<file path="src/hw/rtl/stack_word_executor_defines.svh">
// Assertion macros shared by the stack word executor RTL.
// Each macro expects signals named clk and rst_n in the including scope.
`ifndef STACK_WORD_EXECUTOR_DEFINES_SVH
`define STACK_WORD_EXECUTOR_DEFINES_SVH

// The consequent must hold in the same cycle as the antecedent.
`define SWE_ASSERT_HOLDS(lbl, ante, cons, msg) \
  lbl: assert property (@(posedge clk) disable iff (!rst_n) (ante) |-> (cons)) \
    else $error(msg);

// The consequent must hold in the cycle after the antecedent.
`define SWE_ASSERT_NEXT(lbl, ante, cons, msg) \
  lbl: assert property (@(posedge clk) disable iff (!rst_n) (ante) |=> (cons)) \
    else $error(msg);

`endif

</file>
<file path="src/hw/rtl/swe_pkg.sv">
// Shared types and constants for the stack word executor.
// No dependencies; the RTL modules import this package and the interfaces name it by scope.
package swe_pkg;

  localparam int STACK_DEPTH_DEF = 1024;
  localparam int WORD_W          = 32;
  localparam int MODE_W          = 5;

  localparam logic [WORD_W-1:0] FLAG_TRUE    = '1;
  localparam logic [WORD_W-1:0] FLAG_FALSE   = '0;
  localparam logic [WORD_W-1:0] CHAR_NEWLINE = WORD_W'(10);

  typedef enum logic [MODE_W-1:0] {
    W_LIT     = 5'd0,
    W_ADD     = 5'd1,
    W_SUB     = 5'd2,
    W_MUL     = 5'd3,
    W_DIV     = 5'd4,
    W_MOD     = 5'd5,
    W_REM     = 5'd6,
    W_EQ      = 5'd7,
    W_LT      = 5'd8,
    W_GT      = 5'd9,
    W_AND     = 5'd10,
    W_OR      = 5'd11,
    W_NOT     = 5'd12,
    W_DUP     = 5'd13,
    W_DROP    = 5'd14,
    W_SWAP    = 5'd15,
    W_OVER    = 5'd16,
    W_ROT     = 5'd17,
    W_DOT     = 5'd18,
    W_EMIT    = 5'd19,
    W_CR      = 5'd20,
    W_EMPTYQ  = 5'd21,
    W_RESET   = 5'd22,
    W_IF      = 5'd23,
    W_ELSE    = 5'd24,
    W_THEN    = 5'd25,
    W_DEFINE  = 5'd26,
    W_UNKNOWN = 5'd27
  } word_mode_t;

  typedef enum logic [3:0] {
    S_OK         = 4'd0,
    S_OVERFLOW   = 4'd1,
    S_UNDERFLOW  = 4'd2,
    S_DIV_ZERO   = 4'd3,
    S_IF_EMPTY   = 4'd4,
    S_STRAY_ELSE = 4'd5,
    S_STRAY_THEN = 4'd6,
    S_NO_DEFINE  = 4'd7,
    S_UNKNOWN    = 4'd8
  } status_t;

  typedef enum logic [1:0] {
    K_NONE   = 2'd0,
    K_NUMBER = 2'd1,
    K_CHAR   = 2'd2
  } kind_t;

  typedef enum logic [1:0] {
    C_NONE = 2'd0,
    C_SKIP = 2'd1,
    C_RUN  = 2'd2
  } cond_t;

  typedef enum logic [2:0] {
    ST_IDLE,
    ST_EXEC,
    ST_RD3,
    ST_ROT2,
    ST_LAST,
    ST_DIV
  } exec_state_t;

  typedef struct packed {
    logic              start;
    logic [WORD_W-1:0] dividend;
    logic [WORD_W-1:0] divisor;
  } div_req_t;

  typedef struct packed {
    logic              busy;
    logic [WORD_W-1:0] quot;
    logic [WORD_W-1:0] rem;
    logic [WORD_W-1:0] modulo;
  } div_rsp_t;

endpackage

</file>
<file path="src/hw/rtl/swe_alu.sv">
// Combinational arithmetic, compare and logic unit for two-operand words and the one-operand not.
// Depends on swe_pkg for word codes and flag constants.
module swe_alu (
  input  logic [swe_pkg::MODE_W-1:0] mode,
  input  logic [swe_pkg::WORD_W-1:0] a,
  input  logic [swe_pkg::WORD_W-1:0] b,
  output logic [swe_pkg::WORD_W-1:0] result
);
  import swe_pkg::*;

  logic [WORD_W-1:0] prod;

  // Only the low word of the product is kept, which is the wrapping result.
  assign prod = a * b;

  always_comb begin
    case (mode)
      W_ADD:    result = a + b;
      W_SUB:    result = a - b;
      W_MUL:    result = prod;
      W_EQ:     result = (a == b) ? FLAG_TRUE : FLAG_FALSE;
      W_LT:     result = ($signed(a) < $signed(b)) ? FLAG_TRUE : FLAG_FALSE;
      W_GT:     result = ($signed(b) < $signed(a)) ? FLAG_TRUE : FLAG_FALSE;
      W_AND:    result = ((a != '0) && (b != '0)) ? FLAG_TRUE : FLAG_FALSE;
      W_OR:     result = ((a != '0) || (b != '0)) ? FLAG_TRUE : FLAG_FALSE;
      W_NOT:    result = (b == '0) ? FLAG_TRUE : FLAG_FALSE;
      default:  result = FLAG_FALSE;
    endcase
  end

endmodule

</file>
<file path="config.mk">
export PLATFORM = sky130hd
export DESIGN_NAME = swe_alu
export DESIGN_NICKNAME = d
export VERILOG_FILES = /design/src/hw/rtl/stack_word_executor_defines.svh /design/src/hw/rtl/swe_pkg.sv /design/src/hw/rtl/swe_alu.sv
export SDC_FILE = /design/constraint.sdc
export NUM_CORES = 1
export LEC_CHECK = 0
export ABC_AREA = 1
export BUFFER_PORTS_ARGS = -buffer_cell sky130_fd_sc_hd__buf_2
export CAP_MARGIN = 20
export CORE_MARGIN = 1.5
export CORE_UTILIZATION = 30
export DETAILED_ROUTE_END_ITERATION = 16
export GPL_TIMING_DRIVEN = 0
export PLACE_DENSITY = 0.48
export RECOVER_POWER = 100
export SLEW_MARGIN = 10
export SYNTH_ARGS = -nofsm -noshare
export SYNTH_HDL_FRONTEND = slang
export SYNTH_SLANG_ARGS = --single-unit
export TNS_END_PERCENT = 10
</file>
<file path="constraint.sdc">
create_clock -name vclk -period 10.85
set_clock_uncertainty 0.1 [all_clocks]
set_input_delay 1.6275 -clock vclk [all_inputs]
set_output_delay 1.6275 -clock vclk [all_outputs]
set_load 0.03 [all_outputs]
</file>
Yosys cells after proc, flatten, opt, wreduce, memory -nomap -nowiden:

Cells that the tools add are included.

* flip-flop bits (word level): 0
* bits in latches: 0
* memory bits (writable): 0
* ROM bits: 0
* bits of input ports: 69
* word-level logic and storage cells: 27
* memories kept: 0

* $add $sub $neg: 2
* multipliers: 1
* div/mod/pow operators: 0
* order comparisons: 2
* eq/ne operators: 10
* shifts and indexed selects: 0
* multiplexer cells: 7
* bitwise gates (word level): 0
* reduce and logical (&&, ||, !) cells: 5

Operators with widths (count)
* $pmux 32 s9: 1
* $mux 32: 6
* $lt 32x32->1: 2
* $reduce_bool 32->1: 2
* $add 32x32->32: 1
* $eq 32x32->1: 1
* $logic_not 32->1: 1
* $mul 32x32->32: 1
* $sub 32x32->32: 1
* $eq 5x4->1 const B: 5
* $eq 5x2->1 const B: 2
* $eq 5x1->1 const B: 1
* $eq 5x3->1 const B: 1
* $logic_and 1x1->1: 1
* $logic_or 1x1->1: 1

Depth between registers and ports, before layout:

* depth in word-level cells: 4
* gate-level depth with buffers: 37

Worst setup path after synthesis:

No wires, ideal clock.

* path kind: in2out
* start point: in b[6] in the netlist's numbering
* end point: out result[25] in the netlist's numbering
* arrival: 8.000 ns
* data required time: 9.123 ns
* path slack: 1.123 ns
* stages: 29
* buffers on the path: 2
* path through: clkbuf_1 clkbuf_1 nand2_1 inv_1 fa_1 fa_1 fa_1 inv_1 fa_1 inv_1 fa_1 inv_1 fa_1 inv_1 fa_1 fa_1 ha_1 nand2_1 inv_1 nand3_1 inv_1 a21oi_1 nand3_1 a21o_1 or2_2 nand3_1 nand2_1 nor2_1 nand3_1

* cells in the longest elaborated chain, start to end: 4

RTL lines
* from (decl): RTL line swe_alu.sv:6 `input logic [swe_pkg::WORD_W-1:0] b,`
* parallel branches: the longest is 3 deep, another holds $mul 32x32->32
* $pmux 32 s9 (*): RTL line swe_alu.sv:17 `case (mode)`
* to (decl): RTL line swe_alu.sv:7 `output logic [swe_pkg::WORD_W-1:0] result`

Every way passes the cells marked *.

Final worst setup path:

* start point: in b[0] in the netlist's numbering
* end point: out result[26] in the netlist's numbering

The elaborated chain is that of the path after synthesis.

==> metrics.csv <==
stage,metric,value,unit
global_route,grt_max_degree,19,
setup_path,crit_arrival,8.98,ns
routing,ant_nets,0,
setup_path,crit_start,b[0],
routing,num_vias,21100,
cts,ctsHoldBuffers,0,
layout,nClkBuffers,0,
yosys,synthTopCellsByArea,"fa_1 (37%), inv_1 (15%), nand2_1 (14%)",
global_route,overflow,0,
yosys,synth_nets,3986,
die,ioPinCount,101,
global_route,grt_pass1_vias,21300,
global_route,grt_pass1_wl,140000,microns
flow_run,drv_cap,0,
routing,post_drt_wl_per_cell,22.0,microns
layout,final-seq-area,0,sq um
sta,setup-tns-final,0,ns
yosys,syn_avg_cell_area,6.76,sq um
yosys,synth_commonest_cells,"inv_1 (917), nand2_1 (858), fa_1 (410), ha_1 (218), a21oi_1 (153)",
setup_path,start_kind,input port,
die,die_width,275,microns
status,status,finished clean,
hold_path,hold_path_startpoint,b[0],
placed_design,place_ws,-1.27,ns
yosys,synth_cell_types,55,
sta,worst_pin_slew,1.06,ns
routing,drt-pass1-iter-count,5,
global_route,antenna_found_initial,2,
sta,setup-violations-final,0,
yosys,yosysSeqAreaShare,0,
setup_path,end_kind,primary output,
yosys,netlist_area,0.0222,sq mm
sta,relSlewSlack,0.296,
setup_path,worstPathRequired,9.12,ns
setup_path,endpoint,result[26],
sta,hold_viol_final,0,
sta,worst_slack,0.138,ns
setup_path,cp_max_fo,10,
layout,area_delta_synth_final,8.82,%
routing,viasPerCell,4.88,
layout,fill_cells,8217,
sta,rsz0062_at_grt,true,
setup_path,criticalPathCategory,input port to primary output,
yosys,synthCells,3289,
routing,drcViolationCount,0,
placed_design,place_hpwl,82400,microns
placed_design,port_buffers,101,
hold_path,hold_path_class,input port to primary output,
die,dieArea,0.0758,sq mm
sta,slew_viol_final,0,
routing,first_iter_violations,1818,
sta,clock.fmax,0.0934,GHz
layout,multi_input_area,0.0182,sq mm
yosys,synth.most_common_cell,inv_1,
sta,period_minus_slack,10.71,ns
layout,n_antenna_cell,0,
yosys,synth_top_area_frac,0.369,
die,die_y,275,microns
die,start_util,0.304,
routing,routed_wl,95300,microns
layout,drive_above_1_share,0.0745,
yosys,synth_top_area_cell,fa_1,
global_route,grtUsageTotal,0.255,
layout,final_nets,4066,
layout,seq_cell_count,0,
yosys,yosysWarningCount,0,
placed_design,gp_congestion,0.979,
die,rows,99,
sta,fin_crit_sh,0.987,
die,coreArea,0.0732,sq mm
[cells in the final DEF, fill, tap and decap left out, drive strengths merged, types with 5 or more instances in the layout]
| cell | n |
|---|---|
| ha | 218 |
| nand3b | 16 |
| nor2 | 144 |
| nor4 | 20 |
| a21oi | 155 |
| a21o | 14 |
| xor2 | 13 |
| nand2 | 872 |
| nand4 | 20 |
| inv | 924 |
| or2 | 6 |
| o21ai | 126 |
| xnor2 | 14 |
| nand3 | 124 |
| buf | 132 |
| nor3 | 16 |
| a31oi | 5 |
| o21bai | 11 |
| fa | 410 |
| clkbuf | 94 |
[what timing repair did]
| item | in CTS | in global routing |
|---|---|---|
| buffers inserted | 0 | 0 |
| setup endpoints to repair | 17 | 16 |
| resized for setup | 111 | 84 |
[logic make-up after synthesis]
logic type | share of synthesized area
compound gates | 0.0847
buf+inv | 0.185
xor+xnor | 0.0106
simple gates | 0.228
fa+ha+maj | 0.492
[final cells by class]
class                           instances  share of cell area
Multi-Input combinational cell       2216               0.752
Timing Repair Buffer                  105              0.0235
Tap cell                              959              0.0496
Inverter                              924               0.143
Buffer                                122              0.0312
[per-layer routing]
metal	up-vias	GRT usage	routed length [microns]
li1	9775	-	-
met1	10300	0.355	41800
met2	859	0.413	42600
met3	151	0.0287	7000
met4	2	0.0837	3920
met5	-	0	12
[worst max-delay path, cell delays in order]
cell and delay [ns]:
buf_2 0.14, clkbuf_1 0.51, clkbuf_1 0.85, nand2_1 0.24, fa_1 0.58, fa_1 0.55, inv_1 0.05, fa_1 0.48
fa_1 0.57, fa_1 0.44, fa_1 0.61, ha_2 0.36, a21oi_1 0.20, o21ai_0 0.13, a21oi_2 0.22, nand3_1 0.19
nand2_1 0.11, nand2_1 0.10, or2_2 0.29, nand3_1 0.20, nand2_1 0.16, nor2_1 0.11, nand3_1 0.07, buf_2 0.18
[metrics by stage]
step	hold slack [ns]	cells	util	instance area (sq um)
floorplan	3.50	3289	-	22200
global placement	3.85	4349	0.327	23900
detailed placement	3.85	4353	0.328	24000
CTS	3.85	4333	0.329	24100
global route	3.88	4326	0.331	24200
finish	3.85	4326	0.331	24200
[worst min-delay path by stage]
stage / slack [ns] / endpoint / cells past startpoint
2_1_floorplan: 3.50 / result[1] / 3
3_3_place_gp: 3.85 / result[0] / 5
3_5_place_dp: 3.85 / result[0] / 5
4_1_cts: 3.85 / result[0] / 5
5_1_grt: 3.88 / result[0] / 5
6_report: 3.85 / result[0] / 5
Power is not shown: default switching activity piles up to over one toggle a cycle in this logic, so the estimate is an artifact.
