===== src/hw/rtl/stack_word_executor_defines.svh =====
// Assertion macros shared by the stack word executor RTL.
// Each macro expects signals named clk and rst_n in the including scope.
`ifndef STACK_WORD_EXECUTOR_DEFINES_SVH
`define STACK_WORD_EXECUTOR_DEFINES_SVH

// The consequent must hold in the same cycle as the antecedent.
`define SWE_ASSERT_HOLDS(lbl, ante, cons, msg) \
  lbl: assert property (@(posedge clk) disable iff (!rst_n) (ante) |-> (cons)) \
    else $error(msg);

// The consequent must hold in the cycle after the antecedent.
`define SWE_ASSERT_NEXT(lbl, ante, cons, msg) \
  lbl: assert property (@(posedge clk) disable iff (!rst_n) (ante) |=> (cons)) \
    else $error(msg);

`endif


===== src/hw/rtl/swe_pkg.sv =====
// Shared types and constants for the stack word executor.
// No dependencies; the RTL modules import this package and the interfaces name it by scope.
package swe_pkg;

  localparam int STACK_DEPTH_DEF = 1024;
  localparam int WORD_W          = 32;
  localparam int MODE_W          = 5;

  localparam logic [WORD_W-1:0] FLAG_TRUE    = '1;
  localparam logic [WORD_W-1:0] FLAG_FALSE   = '0;
  localparam logic [WORD_W-1:0] CHAR_NEWLINE = WORD_W'(10);

  typedef enum logic [MODE_W-1:0] {
    W_LIT     = 5'd0,
    W_ADD     = 5'd1,
    W_SUB     = 5'd2,
    W_MUL     = 5'd3,
    W_DIV     = 5'd4,
    W_MOD     = 5'd5,
    W_REM     = 5'd6,
    W_EQ      = 5'd7,
    W_LT      = 5'd8,
    W_GT      = 5'd9,
    W_AND     = 5'd10,
    W_OR      = 5'd11,
    W_NOT     = 5'd12,
    W_DUP     = 5'd13,
    W_DROP    = 5'd14,
    W_SWAP    = 5'd15,
    W_OVER    = 5'd16,
    W_ROT     = 5'd17,
    W_DOT     = 5'd18,
    W_EMIT    = 5'd19,
    W_CR      = 5'd20,
    W_EMPTYQ  = 5'd21,
    W_RESET   = 5'd22,
    W_IF      = 5'd23,
    W_ELSE    = 5'd24,
    W_THEN    = 5'd25,
    W_DEFINE  = 5'd26,
    W_UNKNOWN = 5'd27
  } word_mode_t;

  typedef enum logic [3:0] {
    S_OK         = 4'd0,
    S_OVERFLOW   = 4'd1,
    S_UNDERFLOW  = 4'd2,
    S_DIV_ZERO   = 4'd3,
    S_IF_EMPTY   = 4'd4,
    S_STRAY_ELSE = 4'd5,
    S_STRAY_THEN = 4'd6,
    S_NO_DEFINE  = 4'd7,
    S_UNKNOWN    = 4'd8
  } status_t;

  typedef enum logic [1:0] {
    K_NONE   = 2'd0,
    K_NUMBER = 2'd1,
    K_CHAR   = 2'd2
  } kind_t;

  typedef enum logic [1:0] {
    C_NONE = 2'd0,
    C_SKIP = 2'd1,
    C_RUN  = 2'd2
  } cond_t;

  typedef enum logic [2:0] {
    ST_IDLE,
    ST_EXEC,
    ST_RD3,
    ST_ROT2,
    ST_LAST,
    ST_DIV
  } exec_state_t;

  typedef struct packed {
    logic              start;
    logic [WORD_W-1:0] dividend;
    logic [WORD_W-1:0] divisor;
  } div_req_t;

  typedef struct packed {
    logic              busy;
    logic [WORD_W-1:0] quot;
    logic [WORD_W-1:0] rem;
    logic [WORD_W-1:0] modulo;
  } div_rsp_t;

endpackage


===== src/hw/rtl/swe_divider.sv =====
// Radix-2 restoring divider, one quotient bit per cycle, with sign fixup
// for truncating quotient, truncating remainder and floored modulo.
// Depends on swe_pkg for the request and response structs.
module swe_divider (
  input  logic              clk,
  input  logic              rst_n,
  input  swe_pkg::div_req_t req,
  output swe_pkg::div_rsp_t rsp
);
  import swe_pkg::*;

  localparam int CNT_W = $clog2(WORD_W);

  logic              busy_r, busy_nxt;
  logic [CNT_W-1:0]  cnt_r, cnt_nxt;
  logic [WORD_W-1:0] quo_r, quo_nxt;
  logic [WORD_W-1:0] rem_r, rem_nxt;
  logic [WORD_W-1:0] dvs_r, dvs_nxt;
  logic [WORD_W-1:0] dvs_raw_r, dvs_raw_nxt;
  logic              neg_q_r, neg_q_nxt;
  logic              neg_r_r, neg_r_nxt;

  logic [WORD_W:0]   shifted;
  logic [WORD_W:0]   diff;
  logic [WORD_W-1:0] quot_s;
  logic [WORD_W-1:0] rem_s;

  assign shifted = {rem_r, quo_r[WORD_W-1]};
  assign diff    = shifted - {1'b0, dvs_r};

  always_comb begin
    busy_nxt    = busy_r;
    cnt_nxt     = cnt_r;
    quo_nxt     = quo_r;
    rem_nxt     = rem_r;
    dvs_nxt     = dvs_r;
    dvs_raw_nxt = dvs_raw_r;
    neg_q_nxt   = neg_q_r;
    neg_r_nxt   = neg_r_r;
    if (req.start) begin
      busy_nxt    = 1'b1;
      cnt_nxt     = '0;
      quo_nxt     = req.dividend[WORD_W-1] ? (WORD_W'(0) - req.dividend) : req.dividend;
      rem_nxt     = '0;
      dvs_nxt     = req.divisor[WORD_W-1] ? (WORD_W'(0) - req.divisor) : req.divisor;
      dvs_raw_nxt = req.divisor;
      neg_q_nxt   = req.dividend[WORD_W-1] ^ req.divisor[WORD_W-1];
      neg_r_nxt   = req.dividend[WORD_W-1];
    end else if (busy_r) begin
      if (!diff[WORD_W]) begin
        rem_nxt = diff[WORD_W-1:0];
        quo_nxt = {quo_r[WORD_W-2:0], 1'b1};
      end else begin
        rem_nxt = shifted[WORD_W-1:0];
        quo_nxt = {quo_r[WORD_W-2:0], 1'b0};
      end
      cnt_nxt = cnt_r + CNT_W'(1);
      if (cnt_r == CNT_W'(WORD_W - 1)) begin
        busy_nxt = 1'b0;
      end
    end
  end

  always_ff @(posedge clk) begin
    if (!rst_n) begin
      busy_r <= 1'b0;
      cnt_r  <= '0;
    end else begin
      busy_r <= busy_nxt;
      cnt_r  <= cnt_nxt;
    end
  end

  always_ff @(posedge clk) begin
    quo_r     <= quo_nxt;
    rem_r     <= rem_nxt;
    dvs_r     <= dvs_nxt;
    dvs_raw_r <= dvs_raw_nxt;
    neg_q_r   <= neg_q_nxt;
    neg_r_r   <= neg_r_nxt;
  end

  assign quot_s = neg_q_r ? (WORD_W'(0) - quo_r) : quo_r;
  assign rem_s  = neg_r_r ? (WORD_W'(0) - rem_r) : rem_r;

  // Floored modulo takes the divisor's sign when the remainder is nonzero.
  always_comb begin
    rsp.busy = busy_r;
    rsp.quot = quot_s;
    rsp.rem  = rem_s;
    if ((rem_s != '0) && (rem_s[WORD_W-1] != dvs_raw_r[WORD_W-1])) begin
      rsp.modulo = rem_s + dvs_raw_r;
    end else begin
      rsp.modulo = rem_s;
    end
  end

endmodule


===== config.mk =====
export PLATFORM = sky130hd
export DESIGN_NAME = swe_divider
export DESIGN_NICKNAME = d
export VERILOG_FILES = /design/src/hw/rtl/stack_word_executor_defines.svh /design/src/hw/rtl/swe_pkg.sv /design/src/hw/rtl/swe_divider.sv
export SDC_FILE = /design/constraint.sdc
export NUM_CORES = 1
export LEC_CHECK = 0
export BUFFER_PORTS_ARGS = -buffer_cell sky130_fd_sc_hd__clkbuf_2
export CAP_MARGIN = 20
export CORE_ASPECT_RATIO = 1.5
export CORE_MARGIN = 1.5
export CORE_UTILIZATION = 35
export CTS_CLUSTER_DIAMETER = 30
export DETAILED_ROUTE_END_ITERATION = 16
export PLACE_DENSITY = 0.55
export RECOVER_POWER = 25
export SLEW_MARGIN = 20
export SYNTH_ARGS = -nofsm -noshare
export SYNTH_HDL_FRONTEND = slang
export SYNTH_SLANG_ARGS = --single-unit

===== constraint.sdc =====
create_clock -name clk -period 6.1 [get_ports clk]
set_input_delay 1.22 -clock clk [delete_from_list [all_inputs] [get_ports clk]]
set_output_delay 1.22 -clock clk [all_outputs]
set_load 0.01 [all_outputs]

-- Word level (Yosys, flattened, before mapping)
Index checks and enable logic that the tools add are counted.
- add/subtract/negate cells: 7
- eq/ne operators: 2
- muxes and demuxes: 12
- bitwise logic cells: 2
- reductions and logical operators: 4
- operators by type and width (cell ; count):
    two-way mux 32 bit ; 7
    subtractor 1 x 32 -> 32 bit, first input constant ; 4
    subtractor 33 x 32 -> 33 bit ; 1
    adder 32 bit ; 1
    nonzero test 32 bit ; 1
    two-way mux 31 bit ; 1
    adder 5 x 1 -> 5 bit, second input constant ; 1
    equality test 5 bit, second input constant ; 1
    two-way mux 1 bit ; 4
    nonzero test 2 bit ; 1
    OR reduction 2 bit ; 1
    logical AND 1 bit ; 1
    inequality test 1 bit ; 1
    NOT 1 bit ; 1
    bitwise XOR 1 bit ; 1
- register bits: 136
- input port bits: 67
- output and inout bits: 97
- word-level logic and storage cells: 36

-- Logic depth before layout (Yosys ltp)
- word-level depth: 5
- depth in mapped cells: 19
- gate-level depth less buffers: 17

-- Least setup slack after synthesis
No wires, ideal clock.
- path kind: register -> output
- start: reg rem_r[0]
- end: out rsp[29] (netlist bit)
- arrival time: 4348 ps
- data required time: 4880 ps
- path slack: 532 ps
- stages on the path, launching flop included: 20
- path buffers: 2
- cell sequence: dfxtp_1 inv_1 ha_1 or4b_1 buf_2 or3_1 buf_2 or2_1 nand2_1 xnor2_1 ha_1 a21oi_1 o21ai_0 nor4_1 a2bb2oi_1 a21oi_1 o21ai_0 a21oi_1 or3_1 a32o_1
- RTL lines (element ; RTL line ; source):
    from (decl) ; swe_divider.sv:17 ; logic [WORD_W-1:0] rem_r, rem_nxt;
    from (signal assigned) ; swe_divider.sv:76 ; rem_r <= rem_nxt;
    to (decl) ; swe_divider.sv:8 ; output swe_pkg::div_rsp_t rsp

==> impl_metrics.prom <==
# TYPE chip_impl_metric gauge
chip_impl_metric{name="avgRoutedWirePerCell",unit="um"} 17.58
chip_impl_metric{name="global_route.usage.total",unit="%"} 19.79
chip_impl_metric{name="core-area",unit="mm2"} 0.03324
chip_impl_metric{name="met3_length",unit="um"} 980
chip_impl_info{name="crit_path_cell_trace",value="inv_2, ha_4, or4b_4, or3_4, buf_4, o21ai_1, xnor2_1, ha_1, buf_4, nand2_1, o21ai_1, nor4_1, a2bb2oi_2, a21oi_4, o21ai_2, a21oi_1, or3_1, a32o_1, clkbuf_2"} 1
chip_impl_metric{name="diodes",unit=""} 0
chip_impl_metric{name="worst_ep_required_time",unit="ns"} 4.88
chip_impl_metric{name="hold_violations",unit=""} 0
chip_impl_metric{name="drc_errors_left",unit=""} 0
chip_impl_metric{name="drtAntennaViolNets",unit=""} 0
chip_impl_info{name="leading_cell_types_in_the_layout_fill_and_taps_excluded",value="sky130_fd_sc_hd__clkbuf_2 (129), sky130_fd_sc_hd__nor2_1 (126), sky130_fd_sc_hd__a21oi_1 (114)"} 1
chip_impl_metric{name="pre_cts_slack",unit="ns"} 0.08298
chip_impl_info{name="timing.critical_path.slowest_stage_cell",value="sky130_fd_sc_hd__or4b_4"} 1
chip_impl_info{name="mostFrequentLayoutCell",value="sky130_fd_sc_hd__clkbuf_2"} 1
chip_impl_info{name="result_of_the_run",value="finished, violations left"} 1
chip_impl_metric{name="synth_cell_types",unit=""} 77
chip_impl_metric{name="number_of_cells_on_the_critical_path",unit=""} 19
chip_impl_metric{name="die_x",unit="um"} 152.6
chip_impl_metric{name="die_area",unit="mm2"} 0.03469
chip_impl_metric{name="irDropWorstVdd",unit="mV"} 0.2086
chip_impl_metric{name="final_core_util",unit="%"} 41.52
chip_impl_metric{name="ios",unit=""} 164
chip_impl_metric{name="io_buffer_count",unit=""} 163
chip_impl_info{name="critPathTopFamily",value="simple AND/OR/NAND/NOR gates"} 1
chip_impl_info{name="critical_path_startpoint",value="rem_r[1]"} 1
chip_impl_metric{name="grt_max_degree",unit=""} 70
chip_impl_metric{name="post-dp-hpwl",unit="um"} 26540
chip_impl_metric{name="max_clock_freq",unit="MHz"} 169.7
chip_impl_metric{name="clk_transition_reported_paths",unit="ns"} 0.06
chip_impl_metric{name="route.layer.met1.wl",unit="um"} 14670
chip_impl_info{name="dominantRegCellSynth",value="sky130_fd_sc_hd__edfxtp_1"} 1
chip_impl_metric{name="post_drt_via_cell_ratio",unit=""} 5.478
chip_impl_metric{name="post_synth.cell_area_avg",unit="um2"} 8.536
chip_impl_metric{name="multiInputGateArea",unit="mm2"} 0.007679
chip_impl_metric{name="max_stage_delay",unit="ns"} 0.47
chip_impl_metric{name="layout-area-overhead-vs-synth",unit="%"} 17.50
chip_impl_info{name="startpoint_type",value="register"} 1
chip_impl_info{name="crit-reg2reg-capture",value="rem_r[11]"} 1
chip_impl_metric{name="layout.filler_cells",unit=""} 3477
chip_impl_metric{name="setup_viol",unit=""} 0
chip_impl_info{name="min-delay-path-class",value="register to register"} 1
chip_impl_metric{name="regArea",unit="mm2"} 0.003677
chip_impl_info{name="failed_checks",value="capacitance limit, slew limit"} 1
chip_impl_info{name="timing.hold.worst_endpoint",value="cnt_r[3]"} 1
chip_impl_metric{name="tritonroute_pass_1_iters",unit=""} 4
chip_impl_metric{name="timing.final.ws_setup",unit="ns"} 0.2060
chip_impl_metric{name="cts-htree-levels",unit=""} 4
chip_impl_metric{name="worst-r2r-setup-slack",unit="ns"} 2.56
chip_impl_metric{name="timing.critical_path.arrival",unit="ns"} 4.67
chip_impl_metric{name="first_pass_grt_wire_length",unit="um"} 54770
chip_impl_metric{name="final_cell_area",unit="mm2"} 0.01380
chip_impl_metric{name="initial_core_util",unit="%"} 35.33
chip_impl_metric{name="antenna_found_initial",unit=""} 0
chip_impl_metric{name="worst-r2r-cell-count",unit=""} 12
chip_impl_info{name="rsz0062_at_grt",value="true"} 1
chip_impl_metric{name="design.final.nets",unit=""} 1675
chip_impl_info{name="cts_tree",value="yes"} 1
chip_impl_metric{name="clkSinkCount",unit=""} 135
chip_impl_metric{name="finalHoldWorstSlack",unit="ns"} 0.5057
chip_impl_metric{name="hold_depth",unit=""} 2
chip_impl_metric{name="synthCells",unit=""} 1376
chip_impl_info{name="critical_path_sink_type",value="output pin"} 1
chip_impl_metric{name="synthesized_netlist_net_count",unit=""} 1522
chip_impl_metric{name="cap_viol_max_count",unit=""} 2
chip_impl_metric{name="finalClockSkew",unit="ns"} 0.006714
chip_impl_metric{name="synth_edf_count",unit=""} 97
chip_impl_info{name="timing.rr.start",value="quo_r[31]"} 1
chip_impl_metric{name="netlist_area",unit="mm2"} 0.01175
chip_impl_metric{name="finalCriticalPeriod",unit="ns"} 5.894
chip_impl_metric{name="synth-seq-cells",unit=""} 135
chip_impl_metric{name="place_congestion",unit=""} 0.8757
chip_impl_metric{name="cts_inserted_buffers",unit=""} 17
chip_impl_metric{name="detailroute.via_count",unit=""} 10750
chip_impl_metric{name="power_per_cell_area",unit="mW/mm2"} 294.6
chip_impl_metric{name="total_leakage_power",unit="nW"} 5.539
chip_impl_metric{name="synthesis.yosys.warnings",unit=""} 0
chip_impl_metric{name="post_dp_cell_area",unit="mm2"} 0.01300
chip_impl_metric{name="insertion_delay",unit="ns"} 0.44
chip_impl_metric{name="routed-wl-met2",unit="um"} 17880
chip_impl_metric{name="sequential_share_of_the_synthesized_area",unit="%"} 31.28
chip_impl_metric{name="transition_time_of_the_tightest_slew_check_pin",unit="ns"} 3.685
chip_impl_metric{name="ctsLongestPathBuffers",unit=""} 2
chip_impl_metric{name="grt_ovf",unit=""} 0
chip_impl_metric{name="maxSlewViolCount",unit=""} 105
chip_impl_metric{name="post_cts_hold_buffer_count",unit=""} 0
chip_impl_metric{name="cp_max_fo",unit=""} 9
chip_impl_metric{name="cp_num_buf_inv",unit=""} 4
chip_impl_info{name="crit_type",value="register to output pin"} 1
chip_impl_metric{name="post-route-period-util",unit="%"} 96.62
chip_impl_metric{name="synth_async_sr_flop_share",unit="%"} 0
chip_impl_metric{name="die-height",unit="um"} 227.4
chip_impl_info{name="hold_path.startpoint",value="cnt_r[3]"} 1
chip_impl_metric{name="share_of_cells_above_drive_strength_1",unit="%"} 17.19
chip_impl_metric{name="postRouteWirelength",unit="um"} 34500
chip_impl_metric{name="first_global_vias",unit=""} 10360
chip_impl_metric{name="core.rowCount",unit=""} 82
chip_impl_metric{name="first_iter_violations",unit=""} 428
chip_impl_info{name="root_buffer_cell",value="sky130_fd_sc_hd__clkbuf_16"} 1
chip_impl_metric{name="worst_slew_margin_rel",unit="%"} -145.7
chip_impl_metric{name="total_power",unit="mW"} 4.066
chip_impl_info{name="routed.top_layer",value="met4"} 1
-- synth_stat cells, drive strengths merged, types with 38 or more instances --
cell type	instances	share of area [%]
xnor2	116	8.7
edfxtp	97	25
dfxtp	38	6.5
a21oi	133	6.2
o31ai	38	2.5
inv	66	2.1
o21ai	85	3.6
nand2	100	3.2
clkbuf	57	1.8
ha	77	8.2
xor2	53	4.0
nor2	126	4.0
-- worst max-delay path by stage --
stage / slack, ns / endpoint
after global placement: 0.09 / rsp[31]
after floorplan: 0.53 / rsp[29]
after CTS: 0.005 / rsp[30]
after detailed placement: 0.08 / rsp[31]
final: 0.21 / rsp[29]
after global routing: -0.008 / rsp[30]
-- logic make-up after synthesis --
kind of cell | after synthesis | synth area share [%]
DFF | 135 | 31.28
buffers and inverters | 138 | 4.783
xor gates and xnor gates | 169 | 12.60
AOI/OAI and AO/OA | 416 | 23.23
adders and majority gates | 79 | 8.544
muxes | 17 | 1.555
and+or+nand+nor | 422 | 18.00
-- where the power goes --
group / internal, mW / switching [mW] / leakage [nW]
combinational: 0.780 / 1.06 / 4.00
clock: 0.602 / 0.435 / 0.277
sequential: 1.09 / 0.104 / 1.26
-- sequential cells by signal, indices dropped and copies added (netlist names) --
| register | cells |
|---|---|
| dvs_r | 32 |
| quo_r | 32 |
| neg_q_r | 1 |
| busy_r | 1 |
| neg_r_r | 1 |
| dvs_raw_r | 31 |
| cnt_r | 5 |
| rem_r | 32 |
-- worst register-to-register path: cells and delay by family (launching register included) --
family	cells	cell delay, ns
adder cells (fa/ha/maj)	2	0.60
AO/OA/AOI/OAI	6	1.27
buffers and inverters	2	0.51
AND/OR/NAND/NOR	1	0.18
multiplexers	1	0.28
flip-flops	1	0.40
-- per-stage QoR --
stage | TNS [ns] | instances
after detailed placement | 0 | 1916
final | 0 | 1962
after global routing | -0.01655 | 1962
after CTS | 0 | 1956
after global placement | 0 | 1916
after floorplan | 0 | 1376
-- cell type report --
class / count / share of cell area, %
clock inverters: 15 / 1.115
repair buffers: 205 / 7.888
flip-flops and latches: 135 / 26.65
multi-input cells: 1103 / 55.64
inverters: 67 / 1.822
clock buffers: 17 / 3.083
well taps: 420 / 3.808
-- per-layer routing --
| metal | up-vias | GRT usage, % |
|---|---|---|
| met4 | 0 | 8.282 |
| li1 | 5378 | - |
| met2 | 225 | 36.78 |
| met5 | - | 0 |
| met3 | 51 | 2.456 |
| met1 | 5094 | 22.80 |
-- what timing repair did --
item	4_1_cts	5_1_grt
setup endpoints to repair	8	12
gates resized for setup	17	26
pin swaps	9	17
buffers inserted	8	6
(Power assumes the default switching activity.)
